## src/rtl/core/noek_pkg.sv

```systemverilog
// Shared types, round constants and round functions of the NOEKEON cipher pipeline.
package noek_pkg;

  localparam int unsigned RoundCountDef = 16;
  localparam int unsigned RoundCountMax = 16;

  typedef logic [3:0][31:0] noek_words_t;

  typedef struct packed {
    logic [63:0] block_high;
    logic [63:0] block_low;
    logic        mode;
  } noek_in_t;

  typedef struct packed {
    logic [63:0] out_high;
    logic [63:0] out_low;
  } noek_out_t;

  typedef struct packed {
    logic        valid;
    logic        mode;
    noek_words_t w;
  } noek_stage_t;

  typedef enum logic [0:0] {
    CFG_KEY_HIGH = 1'b0,
    CFG_KEY_LOW  = 1'b1
  } noek_cfg_e;

  localparam logic [7:0] RoundConst [RoundCountMax+1] = '{
    8'h80, 8'h1B, 8'h36, 8'h6C, 8'hD8, 8'hAB, 8'h4D, 8'h9A, 8'h2F,
    8'h5E, 8'hBC, 8'h63, 8'hC6, 8'h97, 8'h35, 8'h6A, 8'hD4
  };

  function automatic logic [31:0] mix8_f(input logic [31:0] t);
    mix8_f = t ^ {t[7:0], t[31:8]} ^ {t[23:0], t[31:24]};
  endfunction

  function automatic noek_words_t theta_f(input noek_words_t w, input noek_words_t k);
    logic [31:0] t;
    noek_words_t r;
    r = w;
    t = mix8_f(r[0] ^ r[2]);
    r[1] = r[1] ^ t;
    r[3] = r[3] ^ t;
    r = r ^ k;
    t = mix8_f(r[1] ^ r[3]);
    r[0] = r[0] ^ t;
    r[2] = r[2] ^ t;
    theta_f = r;
  endfunction

  function automatic noek_words_t pgp_f(input noek_words_t w);
    logic [31:0] t;
    noek_words_t r;
    r = w;
    r[1] = {r[1][30:0], r[1][31]};
    r[2] = {r[2][26:0], r[2][31:27]};
    r[3] = {r[3][29:0], r[3][31:30]};
    r[1] = r[1] ^ ~(r[3] | r[2]);
    r[0] = r[0] ^ (r[2] & r[1]);
    t = r[0];
    r[0] = r[3];
    r[3] = t;
    r[2] = r[2] ^ r[0] ^ r[1] ^ r[3];
    r[1] = r[1] ^ ~(r[3] | r[2]);
    r[0] = r[0] ^ (r[2] & r[1]);
    r[1] = {r[1][0], r[1][31:1]};
    r[2] = {r[2][4:0], r[2][31:5]};
    r[3] = {r[3][1:0], r[3][31:2]};
    pgp_f = r;
  endfunction

endpackage

```

## src/rtl/core/noek_round.sv

```systemverilog
// One registered NOEKEON round stage serving both encryption and decryption.
module noek_round #(
  parameter int unsigned ROUND_COUNT = noek_pkg::RoundCountDef,
  parameter int unsigned ROUND_IDX   = 0
) (
  input  logic                  clk_i,
  input  logic                  rst_ni,
  input  noek_pkg::noek_stage_t stage_i,
  input  noek_pkg::noek_words_t enc_key_i,
  input  noek_pkg::noek_words_t dec_key_i,
  output noek_pkg::noek_stage_t stage_o
);
  import noek_pkg::*;

  localparam logic [7:0] EncRc = RoundConst[ROUND_IDX];
  localparam logic [7:0] DecRc = RoundConst[ROUND_COUNT - ROUND_IDX];

  noek_words_t mixed;
  noek_words_t words_d, words_q;
  logic        mode_q;
  logic        valid_q;

  always_comb begin
    mixed = stage_i.w;
    if (!stage_i.mode) begin
      mixed[0] = mixed[0] ^ {24'd0, EncRc};
      mixed    = theta_f(mixed, enc_key_i);
    end else begin
      mixed    = theta_f(mixed, dec_key_i);
      mixed[0] = mixed[0] ^ {24'd0, DecRc};
    end
    words_d = pgp_f(mixed);
  end

  always_ff @(posedge clk_i or negedge rst_ni) begin
    if (!rst_ni) begin
      valid_q <= 1'b0;
    end else begin
      valid_q <= stage_i.valid;
    end
  end

  always_ff @(posedge clk_i) begin
    words_q <= words_d;
    mode_q  <= stage_i.mode;
  end

  assign stage_o = '{valid: valid_q, mode: mode_q, w: words_q};

endmodule

```

## config.mk

```make
export PLATFORM = sky130hd
export DESIGN_NAME = noek_round
export DESIGN_NICKNAME = d
export VERILOG_FILES = /design/src/rtl/core/noek_pkg.sv /design/src/rtl/core/noek_round.sv
export SDC_FILE = /design/constraint.sdc
export NUM_CORES = 1
export LEC_CHECK = 0
export BUFFER_PORTS_ARGS = -buffer_cell sky130_fd_sc_hd__clkbuf_2
export CORE_MARGIN = 2
export CORE_UTILIZATION = 45
export CTS_BUF_LIST = sky130_fd_sc_hd__clkbuf_4 sky130_fd_sc_hd__clkbuf_8 sky130_fd_sc_hd__clkbuf_16
export CTS_CLUSTER_SIZE = 25
export DETAILED_ROUTE_END_ITERATION = 7
export PLACE_DENSITY = 0.82
export SLEW_MARGIN = 20
export SYNTH_ARGS = -nofsm -noshare
export SYNTH_HDL_FRONTEND = slang
export SYNTH_SLANG_ARGS = --single-unit
```

## constraint.sdc

```tcl
create_clock -name clk_i -period 0.8 [get_ports clk_i]
set_clock_uncertainty 0.1 [all_clocks]
set_input_delay 0.04 -clock clk_i [delete_from_list [all_inputs] [get_ports clk_i]]
set_output_delay 0.04 -clock clk_i [all_outputs]
set_load 0.01 [all_outputs]
```

==> results.json <==
{
  "status": "complete, but fails checks",
  "violations": "capacitance limit, slew limit, setup timing",
  "fp.dieW_um": 205.4,
  "die-area_um2": 42210,
  "wl_per_cell_um": 32.20,
  "via_count": 19460,
  "portBuffers": 517,
  "path_class": "primary input to flop",
  "setup_viol": 258,
  "critPathMostFrequentCell": "xnor2_1",
  "muxShareOfSynthArea_pct": 7.270,
  "syn_area_um2": 18260,
  "crit_slowest_cell": "xnor2_1",
  "min_period_ns": 3.125,
  "num_rows": 73,
  "synth_top_area_share_pct": 19.14,
  "cts.sinks": 130,
  "crit_chain": "clkbuf_2 -> xnor2_1 -> xnor2_1 -> xor2_1 -> xnor2_1 -> buf_4 -> ha_2 -> xor2_2 -> xnor2_2 -> xnor2_2 -> nor2_1 -> xnor2_1",
  "worst_setup_path_start_kind": "primary input",
  "hp-class": "primary input to flop",
  "grt_pass1_vias": 18720,
  "finalHoldViolCount": 0,
  "worst_ep_required_time_ns": 1.09,
  "path_buf_inv": 2,
  "cts_buffers": 17,
  "worstPathMaxFanout": 5,
  "synthTopCellsByCount": "xnor2_1 (388), xor2_1 (155), xor3_1 (147), xnor3_1 (139), dfxtp_1 (129)",
  "fillers": 1507,
  "grt_overflow": 0,
  "synth_nets": 1841,
  "synth_xor_area_share_pct": 70.60,
  "synth_edf_count": 0,
  "fin_crit_sh_pct": 390.6,
  "async_reset_ff_share_pct": 0.7692,
  "max_cap_viol_count": 1,
  "synth_top_cells_by_area": "xor3_1 (19%), xnor2_1 (19%), xnor3_1 (17%)",
  "cp_data_arrival_time_ns": 3.41,
  "worst_path_largest_cell_delay_ns": 0.90,
  "initial_utilization_pct": 45.75,
  "antenna_left": 0,
  "dp_slack_ns": -2.428,
  "relSlewSlack_pct": -10.92,
  "yosys.area_share.adder_pct": 2.193,
  "clock-root-buffer": "clkbuf_16",
  "ios": 518,
  "synth_most_common_cell": "xnor2_1",
  "drt_wl_total_um": 109000,
  "syn2layout_area_growth_pct": 93.22,
  "syn_inst": 1421,
  "track_usage_pct": 37.97,
  "design.core.area_um2": 39910,
  "antenna_found_initial": 18,
  "synthDistinctLibCells": 30,
  "ys_seq_area_share_pct": 14.28,
  "yosys.area_share.simple_pct": 2.391,
  "dpl_cell_area_um2": 27650,
  "first_pass_iters": 6,
  "drv_slew": 2,
  "nNetsFinal": 3251,
  "cts_tree": "yes",
  "crit_family": "XOR/XNOR gates",
  "power_density_nw_per_um2": 4248,
  "drive_gt1_share_pct": 70.29,
  "gp_congestion": 0.9666,
  "setup.worst_path.end_class": "flop",
  "dr.first_iter.drc_count": 1878,
  "synth_area_leader_cell": "xor3_1",
  "grt_max_degree": 29,
  "yosys_register_bits": 130,
  "avgSynthCellArea_um2": 12.85,
  "layout_setup_ws_ns": -2.325,
  "final_cell_area_um2": 35280,
  "vdd_drop_max_v": 0.003221,
  "cts_htree_levels": 4,
  "synthFlopType": "dfxtp_1",
  "cts.clk_slew.worst_paths_ns": 0.07,
  "p_leak_nw": 17.93,
  "cts_buffer_depth": 2,
  "grt_pass1_wl_um": 114200,
  "synth_top_family_by_area": "XOR/XNOR gates",
  "drcViolationCount": 0,
  "dp_hpwl_um": 57390,
  "fmax_mhz": 320.0,
  "yosys_warnings": 0,
  "tightest_slew_ns": 1.646,
  "die_h_um": 205.4,
  "synth-compound-area-share_pct": 2.206,
  "vias_per_cell": 5.748,
  "rsz0062_at_grt": "true"
}
[routing by layer]
layer	wire length [µm]	GRT usage (%)	vias to the layer above
met2	49380	67.31	1710
met5	66	0	-
met1	33470	39.70	9343
met3	13570	9.899	820
met4	12540	24.95	8
li1	-	-	7581
[layout make-up]
| class | instances | area (µm²) | area share (%) |
|---|---|---|---|
| multi-input cells | 1242 | 19070 | 54.06 |
| repair buffers | 1408 | 12020 | 34.06 |
| flip-flops and latches | 130 | 2754 | 7.806 |
| well taps | 525 | 656.9 | 1.862 |
| clock buffers | 21 | 467.9 | 1.326 |
| clock inverters | 11 | 135.1 | 0.3830 |
| inverters | 32 | 135.1 | 0.3830 |
| diodes | 17 | 42.54 | 0.1206 |
[worst min-delay path, delay by kind of cell]
family	cells	cell delay (ns)
XOR/XNOR	2	0.27
buffers and inverters	1	0.16
AO/OA/AOI/OAI	1	0.07
[kinds of logic (layout without fill, tap and decap cells)]
logic type,count (synthesis),after routing
multiplexers,127,127
buffers and inverters,49,1472
flip-flops,130,130
adder cells (fa/ha/maj),32,32
AND/OR/NAND/NOR,109,109
XOR/XNOR,908,908
other,0,17
AO/OA/AOI/OAI,66,66
[report_power, final]
group / leakage [nW] / total (mW) / switching (mW) / internal [mW]
clock: 0.299 / 8.82 / 3.72 / 5.10
sequential: 1.10 / 15.0 / 3.09 / 11.9
combinational: 16.5 / 126 / 59.4 / 66.7
[state kept, by name (all words and copies together) (netlist names)]
name	cells
stage_o	128
valid_q	1
mode_q	1
[metrics by stage]
| stage | cells | total power [mW] | TNS [ns] | util, % | hold slack, ns |
|---|---|---|---|---|---|
| after floorplan | 1421 | 69.06 | -232.59 | - | -0.3556 |
| after global placement | 3084 | 98.49 | -271.93 | 69.27 | -0.2856 |
| after detailed placement | 3084 | 101.6 | -282.90 | 69.27 | -0.2846 |
| after CTS | 3263 | 122.7 | -235.30 | 80.72 | -0.02920 |
| after global routing | 3380 | 153.2 | -294.43 | 88.35 | 0.04290 |
| final | 3386 | 149.9 | -278.18 | 88.39 | 0.01885 |
[placed cells by master, fill, tap and decap left out, drive strengths merged, types with 3 or more instances in the layout]
master and instances:
clkinv 6, buf 1084, mux2i 102, diode 17, mux2 25, nor2 59
xnor3 139, clkbuf 341, dfxtp 129, ha 32, inv 32, xnor2 421
nand2 39, bufinv 3, xor3 147, a21o 27, xor2 201, dlygate4sd3 4
o21ai 34, nand2b 10
[final timing paths]
path	startpoint	depth (start not counted)	slack (ns)	end
min in group asynchronous	rst_ni	3	0.38	valid_q$_DFF_PN0_
max in group asynchronous	rst_ni	3	0.12	valid_q$_DFF_PN0_
worst min-delay path	stage_i[16]	4	0.02	stage_o[47]$_DFF_P_
worst max-delay path	stage_i[23]	12	-2.32	stage_o[25]$_DFF_P_
[timing repair]
item                       4_1_cts  5_1_grt
resized for setup              540      645
hold endpoints to repair         7        0
setup endpoints to repair      258      258
buffers inserted               151      116
hold buffers                     4        0
gates cloned                     0        0
pin swaps                      316      272
No activity file was read; power rests on OpenSTA's default activity.
