## config.mk

```make
export PLATFORM = sky130hd
export DESIGN_NAME = noek_final
export DESIGN_NICKNAME = d
export VERILOG_FILES = /design/src/rtl/core/noek_pkg.sv /design/src/rtl/core/noek_final.sv
export SDC_FILE = /design/constraint.sdc
export NUM_CORES = 1
export LEC_CHECK = 0
export ABC_AREA = 1
export CAP_MARGIN = 25
export CORE_AREA = 2 2 202 204
export DETAILED_ROUTE_END_ITERATION = 10
export DIE_AREA = 0 0 204 206
export DONT_BUFFER_PORTS = 1
export GPL_TIMING_DRIVEN = 1
export PLACE_DENSITY = 0.6
export SYNTH_ARGS = -nofsm -noshare
export SYNTH_HDL_FRONTEND = slang
export SYNTH_SLANG_ARGS = --single-unit
```

## constraint.sdc

```tcl
create_clock -name clk_i -period 1.1 [get_ports clk_i]
set_clock_uncertainty 0.2 [all_clocks]
set_input_delay 0.055 -clock clk_i [delete_from_list [all_inputs] [get_ports clk_i]]
set_output_delay 0.055 -clock clk_i [all_outputs]
set_load 0.1 [all_outputs]
```

## src/rtl/core/noek_pkg.sv

```systemverilog
// Shared types, round constants and round functions of the NOEKEON cipher pipeline.
package noek_pkg;

  localparam int unsigned RoundCountDef = 16;
  localparam int unsigned RoundCountMax = 16;

  typedef logic [3:0][31:0] noek_words_t;

  typedef struct packed {
    logic [63:0] block_high;
    logic [63:0] block_low;
    logic        mode;
  } noek_in_t;

  typedef struct packed {
    logic [63:0] out_high;
    logic [63:0] out_low;
  } noek_out_t;

  typedef struct packed {
    logic        valid;
    logic        mode;
    noek_words_t w;
  } noek_stage_t;

  typedef enum logic [0:0] {
    CFG_KEY_HIGH = 1'b0,
    CFG_KEY_LOW  = 1'b1
  } noek_cfg_e;

  localparam logic [7:0] RoundConst [RoundCountMax+1] = '{
    8'h80, 8'h1B, 8'h36, 8'h6C, 8'hD8, 8'hAB, 8'h4D, 8'h9A, 8'h2F,
    8'h5E, 8'hBC, 8'h63, 8'hC6, 8'h97, 8'h35, 8'h6A, 8'hD4
  };

  function automatic logic [31:0] mix8_f(input logic [31:0] t);
    mix8_f = t ^ {t[7:0], t[31:8]} ^ {t[23:0], t[31:24]};
  endfunction

  function automatic noek_words_t theta_f(input noek_words_t w, input noek_words_t k);
    logic [31:0] t;
    noek_words_t r;
    r = w;
    t = mix8_f(r[0] ^ r[2]);
    r[1] = r[1] ^ t;
    r[3] = r[3] ^ t;
    r = r ^ k;
    t = mix8_f(r[1] ^ r[3]);
    r[0] = r[0] ^ t;
    r[2] = r[2] ^ t;
    theta_f = r;
  endfunction

  function automatic noek_words_t pgp_f(input noek_words_t w);
    logic [31:0] t;
    noek_words_t r;
    r = w;
    r[1] = {r[1][30:0], r[1][31]};
    r[2] = {r[2][26:0], r[2][31:27]};
    r[3] = {r[3][29:0], r[3][31:30]};
    r[1] = r[1] ^ ~(r[3] | r[2]);
    r[0] = r[0] ^ (r[2] & r[1]);
    t = r[0];
    r[0] = r[3];
    r[3] = t;
    r[2] = r[2] ^ r[0] ^ r[1] ^ r[3];
    r[1] = r[1] ^ ~(r[3] | r[2]);
    r[0] = r[0] ^ (r[2] & r[1]);
    r[1] = {r[1][0], r[1][31:1]};
    r[2] = {r[2][4:0], r[2][31:5]};
    r[3] = {r[3][1:0], r[3][31:2]};
    pgp_f = r;
  endfunction

endpackage

```

## src/rtl/core/noek_final.sv

```systemverilog
// Final NOEKEON Theta stage with the registered result port.
module noek_final #(
  parameter int unsigned ROUND_COUNT = noek_pkg::RoundCountDef
) (
  input  logic                  clk_i,
  input  logic                  rst_ni,
  input  noek_pkg::noek_stage_t stage_i,
  input  noek_pkg::noek_words_t enc_key_i,
  input  noek_pkg::noek_words_t dec_key_i,
  output logic                  out_valid_o,
  output noek_pkg::noek_out_t   out_o
);
  import noek_pkg::*;

  localparam logic [7:0] EncRc = RoundConst[ROUND_COUNT];
  localparam logic [7:0] DecRc = RoundConst[0];

  noek_words_t words_d;
  noek_out_t   out_q;
  logic        valid_q;

  always_comb begin
    words_d = stage_i.w;
    if (!stage_i.mode) begin
      words_d[0] = words_d[0] ^ {24'd0, EncRc};
      words_d    = theta_f(words_d, enc_key_i);
    end else begin
      words_d    = theta_f(words_d, dec_key_i);
      words_d[0] = words_d[0] ^ {24'd0, DecRc};
    end
  end

  always_ff @(posedge clk_i or negedge rst_ni) begin
    if (!rst_ni) begin
      valid_q <= 1'b0;
    end else begin
      valid_q <= stage_i.valid;
    end
  end

  always_ff @(posedge clk_i) begin
    out_q <= '{out_high: {words_d[0], words_d[1]}, out_low: {words_d[2], words_d[3]}};
  end

  assign out_valid_o = valid_q;
  assign out_o       = out_q;

endmodule

```

==> impl_results.md, run 1 <==
* Synth area leader: nand3_1
* Overflow after GRT at 0
* Hold Buf Count CTS at 4
* Die Area at 42000 um^2
* IO Pins at 517
* Pwr Total at 49.3 mW
* Post-route ant nets at 0
* DR pass1 iterations at 8
* Via count at 26300
* Commonest cells in the netlist: 1223 x nand2_1, 1191 x nand3_1, 239 x inv_1
* Syn Area/Cell at 5.41 um^2
* Uppermost routed layer: met5
* Post-layout util at 0.803
* Most used flip-flop cell after synthesis: dfxtp_1
* Tmin final at 1890 ps
* Crit share post-route at 1.72
* Residual DRC count at 0
* Most frequent cell after synthesis: nand2_1
* Share of the synthesized area in the top cell type at 0.327
* Peak fanout along the critical path at 5
* Setup TNS at -47700 ps
* Post-place setup slack at -961 ps
* WL per Instance at 20.7 um
* Final count of hold timing violations at 128
* Setup violators final at 210
* Final WS setup at -793 ps
* VDD IR max at 1.05 mV
* Slew Limit Fails at 0
* Clock Path Buffers at 2
* Via/cell ratio at 6.11
* WP data arrival at 2050 ps
* Vias in the first global route at 24000
* Setup crit end kind: flip-flop
* First-iteration detailed-routing DRC count at 2043
* Post-Syn Instances at 3363
* Core Box Area at 40200 um^2
* Share of cells above drive strength 1 at 0.501
* Worst setup SP type: primary input
* Max-slew headroom at 0.222
* Routed WL at 89200 um
* Slowest stage delay, CP at 250 ps
* Max Cap Viol at 0
* Fraction of registers with async set or reset after synthesis at 0.00775
* Ys Warns at 0
* WHS at -485 ps
* Top cells by area, synth: nand3_1 33%, nand2_1 25%, dfxtp_1 14%
* Post-synthesis register bit count at 129
* # clock sinks at 129
* Post-synth EDFFs at 0
* TritonCTS buffer count at 17
* Largest net degree at the start of global routing at 80
* H-tree depth at 4
* Die Span X at 204 um
* HPWL Detailed at 61700 um
* Initial Util at 0.453
* CTS clk-pin slew, worst paths at 60 ps
* Critical path type: primary input to flip-flop
* DIE HEIGHT at 206 um
* Row count at 74
* CP Cell Sequence: inv_4 -> nand2_4 -> nand2_4 -> nand2_4 -> nand3_4 -> nand3_2 -> nand3_1 -> nand2_1 -> nand2_1 -> nand2_4 -> nand2_4 -> nand3_4 -> nand2_2 -> nand2_1 -> nand3_1 -> nand2_1
* First-pass GRT wire length at 119000 um
* Initial antenna violation count at 1
* Port Buffers at 0
* Post-Syn Area at 18200 um^2
* Power Density at 1530 nW/um^2
* Metal1 wirelength at 31300 um
* Hold Crit Class: primary input to flip-flop
* Most used cell, CP: nand2_4
* Fmax at 528 MHz
* Met2 wire len at 42900 um
* Actual slew at the worst max-slew pin at 1160 ps
* Antenna cells at 0
* CTS tree: built
* NumNets Final at 4147
* GPL Wtd Cong at 0.935
* Met3 routed WL at 8770 um
* Failing checks: negative hold slack, negative setup slack
* Layout area overhead at 77.4%
* CP max-delay cell: nand2_1
* Syn nets at 3751
* Leakage at 15.6 nW
* Status: complete, but fails checks
* Worst Path Required at 1250 ps
* Sequential fraction of the synthesis area at 0.142
* CTS Root Cell: clkbuf_16
* All-layer global routing usage at 0.353
* Synth cell types at 26
* RSZ-0062 raised after global routing: yes
-- stage by stage --
stage | instance area, um^2 | cells
final | 32300 | 4303
after floorplan | 20600 | 3363
after CTS | 28600 | 4262
after detailed placement | 25200 | 4185
after global routing | 32300 | 4303
after global placement | 25200 | 4185
-- flip-flops by register name (all words and copies together) (netlist names) --
name         flops
out_o          128
out_valid_o      1
-- path summary, 6_finish.rpt --
path                         startpoint     endpoint  slack, ps  depth (start not counted)
setup / recovery            stage_i[90]    out_o[58]       -790                         16
hold / removal             stage_i[128]    out_o[20]       -490                          1
max in group asynchronous        rst_ni  out_valid_o        480                          2
min in group asynchronous        rst_ni  out_valid_o        120                          2
-- report_power, final --
part	internal, mW	leakage [nW]	switching [mW]	total (mW)
clock	3.41	0.281	2.44	5.85
sequential	5.98	1.10	1.02	7.00
combinational	13.1	14.2	23.4	36.4
-- per-layer routing --
metal,GRT usage,vias to the layer above
li1,-,12100
met1,0.387,12300
met2,0.609,1404
met3,0.0918,417
met4,0.220,2
met5,0,-
-- placed cells by master, fill, tap and decap left out, types with 2 or more instances in the layout --
cell	synthesis	layout
buf_6	0	31
nand2_1	1223	625
clkinv_2	0	6
xor2_1	46	46
dfxtp_2	0	81
nor2_4	3	6
clkbuf_16	0	17
o21ai_0	64	63
inv_6	0	20
inv_4	1	11
buf_4	3	230
clkinv_8	0	4
inv_16	0	6
nand3b_4	0	5
nand3_1	1191	696
nand2_4	14	279
xnor2_1	82	82
nand3b_1	113	113
nand2_8	0	57
inv_8	0	4
clkbuf_8	0	2
inv_2	36	18
xnor2_4	1	4
inv_1	239	208
dlygate4sd3_1	0	4
bufinv_16	0	2
inv_12	0	4
buf_12	0	147
nand3_2	26	354
nand3_4	4	171
dfxtp_4	0	5
nor2_2	2	2
clkinvlp_4	0	2
dfxtp_1	128	42
nand2_2	142	418
-- cell type report --
| cell class | count | area (um^2) |
|---|---|---|
| clock buffers | 20 | 457 |
| clock inverters | 11 | 114 |
| fillers | 2618 | 7900 |
| inverters | 276 | 1420 |
| multi-input cells | 2922 | 21800 |
| flip-flops and latches | 129 | 2710 |
| well taps | 532 | 666 |
| repair buffers | 413 | 5070 |
-- kinds of logic (layout without fill, tap and decap cells) --
kind of cell              count (synthesis)  after routing  share of synthesized area
xor gates and xnor gates                132            132                     0.0658
and+or+nand+nor                        2726           2726                      0.708
DFF                                     129            129                      0.142
AOI/OAI and AO/OA                        64             64                     0.0176
buffers and inverters                   312            720                     0.0663
-- critical path: cells and delay by family --
kind	cells	cell delay (ps)
simple gates	15	1900
buf+inv	1	60
-- timing repair --
action | in CTS | in global routing
endpoints found under the setup margin | 201 | 233
setup buffers | 42 | 41
pin swaps | 226 | 263
gates resized for setup | 627 | 738
endpoints found under the hold margin | 130 | 128
Note: power is estimated with default switching activity, not from simulation.
==> run 2, diff against run 1 <==
--- a/config.mk
+++ b/config.mk
@@ -5,14 +5,13 @@
 export SDC_FILE = /design/constraint.sdc
 export NUM_CORES = 1
 export LEC_CHECK = 0
-export ABC_AREA = 1
 export CAP_MARGIN = 25
 export CORE_AREA = 2 2 202 204
 export DETAILED_ROUTE_END_ITERATION = 10
 export DIE_AREA = 0 0 204 206
 export DONT_BUFFER_PORTS = 1
 export GPL_TIMING_DRIVEN = 1
-export PLACE_DENSITY = 0.6
+export PLACE_DENSITY = 0.5
 export SYNTH_ARGS = -nofsm -noshare
 export SYNTH_HDL_FRONTEND = slang
 export SYNTH_SLANG_ARGS = --single-unit
==> run 2 against run 1 <==
Net effect:
- the run still ends with negative hold slack, negative setup slack left
- largest power group unchanged
- cell count fell by 50%
- fmax rose by 38%
- non-clock buffer count rose by 223
- critical endpoint is now out_o[31]
- utilization fell by 16 points
- first-iteration DRC count fell by 86%
- clock power fell by 3.9%
- sequential share of layout area rose by 2.3 points
- area after synthesis fell by 21%
- highest routed layer is now met4
==> impl_results.md, run 2 <==
* Status: complete, but fails checks
* Failing checks: negative hold slack, negative setup slack
* Port Buffers at 0
* WP buf/inv at 2
* Initial Util at 0.356
* Setup crit end kind: flip-flop
* Setup TNS at -25080 ps
* HPWL Detailed at 35100 um
* Tmin final at 1370 ps
* Peak fanout along the critical path at 2
* DIE HEIGHT at 206 um
* IO Pins at 517
* First-pass GRT wire length at 66100 um
* CTS tree: built
* Worst setup SP type: primary input
* Post-route ant nets at 0
* CTS Root Cell: clkbuf_16
* Synth cell types at 16
* NumNets Final at 2012
* Clock Path Buffers at 2
* Vias in the first global route at 10700
* Hold Crit Class: primary input to flip-flop
* Overflow after GRT at 0
* DR pass1 iterations at 4
* WHS at -550 ps
* VDD IR max at 2.03 mV
* Row count at 74
* Post-Syn Instances at 986
* Sequential fraction of the synthesis area at 0.181
* Fraction of registers with async set or reset after synthesis at 0.00775
* # clock sinks at 129
* Share of cells above drive strength 1 at 0.471
* Syn nets at 1374
* Share of the synthesized area in the top cell type at 0.257
* Final count of hold timing violations at 128
* CP max-delay cell: dlygate4sd3_1
* All-layer global routing usage at 0.221
* Fmax at 730 MHz
* Synth area leader: xnor3_1
* Max Cap Viol at 0
* Critical path type: primary input to flip-flop
* Max-slew headroom at 0.751
* Most frequent cells in the layout: 202 x xnor2_1, 202 x dlygate4sd3_1, 170 x buf_4
* Initial antenna violation count at 3
* Setup violators final at 202
* Final WS setup at -270 ps
* Slowest stage delay, CP at 600 ps
* CP Cell Sequence: dlygate4sd3_1 -> xnor2_2 -> xnor2_2 -> xnor2_1 -> buf_4 -> xnor2_1
* Family with the most delay on the worst path: XOR/XNOR gates
* Via/cell ratio at 4.49
* Most frequent cell after synthesis: xnor2_1
* Routed WL at 46600 um
* RSZ-0062 raised after global routing: yes
* Die Area at 42000 um^2
* Slew Limit Fails at 0
* Worst Path Required at 1280 ps
* WL per Instance at 21.4 um
* Post-synthesis register bit count at 129
* Syn Area/Cell at 14.5 um^2
* Largest net degree at the start of global routing at 153
* Post-Syn Area at 14300 um^2
* Layout area overhead at 80.7%
* Residual DRC count at 0
* H-tree depth at 4
* CTS clk-pin slew, worst paths at 60 ps
* Power Density at 2440 nW/um^2
* Fill cells at 2836
* Top cells by area, synth: xnor3_1 26%, xnor2_1 21%, dfxtp_1 18%
* Via count at 9758
* GPL Wtd Cong at 0.819
* Post-synth EDFFs at 0
* Crit share post-route at 1.25
* Commonest cells in the netlist: 338 x xnor2_1, 163 x xnor3_1, 128 x dfxtp_1
* Largest register FFs at 128
* Leakage at 12.3 nW
* WP data arrival at 1550 ps
* Ys Warns at 0
* Hold depth at 1
* WHS Endpoint: out_o[44]
* Actual slew at the worst max-slew pin at 371 ps
* HP Start: stage_i[76]
* Post-place setup slack at -645 ps
* TritonCTS buffer count at 17
* Core Box Area at 40200 um^2
* Most used flip-flop cell after synthesis: dfxtp_1
* Die Span X at 204 um
* First-iteration detailed-routing DRC count at 287
[run 2: cell count changes in the layout (fill, tap and decap cells not counted), sizes merged, moves of 163 or more]
cell	change
inv	-271
nand2	-1355
dlygate4sd3	+198
nand3	-1221
xnor3	+163
xnor2	+285
[run 2: worst max-delay path by stage]
stage                  end  depth (start not counted)      startpoint
6_report         out_o[31]                          6     stage_i[87]
5_1_grt        out_valid_o                          1     out_valid_o
4_1_cts        out_valid_o                          1     out_valid_o
3_5_place_dp    out_o[119]                          5    stage_i[127]
3_3_place_gp    out_o[102]                          6   enc_key_i[38]
2_1_floorplan   out_o[100]                          5  dec_key_i[100]
[run 2: cell families (layout without fill, tap and decap cells)]
| group | after synthesis | count (layout) | synth area share |
|---|---|---|---|
| xor gates and xnor gates | 688 | 688 | 0.727 |
| DFF | 129 | 129 | 0.181 |
| muxes | 104 | 104 | 0.0728 |
| AOI/OAI and AO/OA | 24 | 24 | 0.00840 |
| and+or+nand+nor | 24 | 24 | 0.00630 |
| buffers and inverters | 17 | 668 | 0.00481 |
| other | 0 | 3 | 0 |
[run 2: final cells by class]
class / instances / area, um^2 / area share
flip-flops and latches: 129 / 2750 / 0.106
clock buffers: 26 / 489 / 0.0189
well taps: 532 / 666 / 0.0258
diodes: 3 / 7.51 / 0.000291
repair buffers: 636 / 7780 / 0.301
clock inverters: 6 / 55.1 / 0.00213
multi-input cells: 840 / 14100 / 0.545
[run 2: report_power, final]
group | leakage (nW) | switching [mW] | internal [mW]
Clock | 0.272 | 2.36 | 3.26
Sequential | 1.09 | 1.89 | 7.63
Combinational | 11.0 | 25.2 | 22.6
Total | 12.3 | 29.5 | 33.5
[run 2: routing by layer]
metal  vias up  track usage  share of wire
met4         0       0.0844          0.029
met5         -            0              0
met2       339        0.392           0.53
met3        66       0.0855          0.080
met1      4708        0.236           0.36
li1       4645            -              -
[run 2: stage by stage]
step	std cells	util	area (um^2)	total power, mW
2_1_floorplan	986	-	16300	39.9
3_3_place_gp	1796	0.519	20900	54.3
3_5_place_dp	1796	0.519	20900	54.6
4_1_cts	2121	0.618	24800	62.6
5_1_grt	2172	0.643	25800	65.4
6_report	2172	0.643	25800	63.0
[run 2: repair_timing]
action | CTS | global route
hold buffers | 238 | 7
setup buffers | 63 | 44
hold endpoints to repair | 130 | 128
gates resized for setup | 69 | 118
endpoints found under the setup margin | 181 | 247
pin swaps | 121 | 132
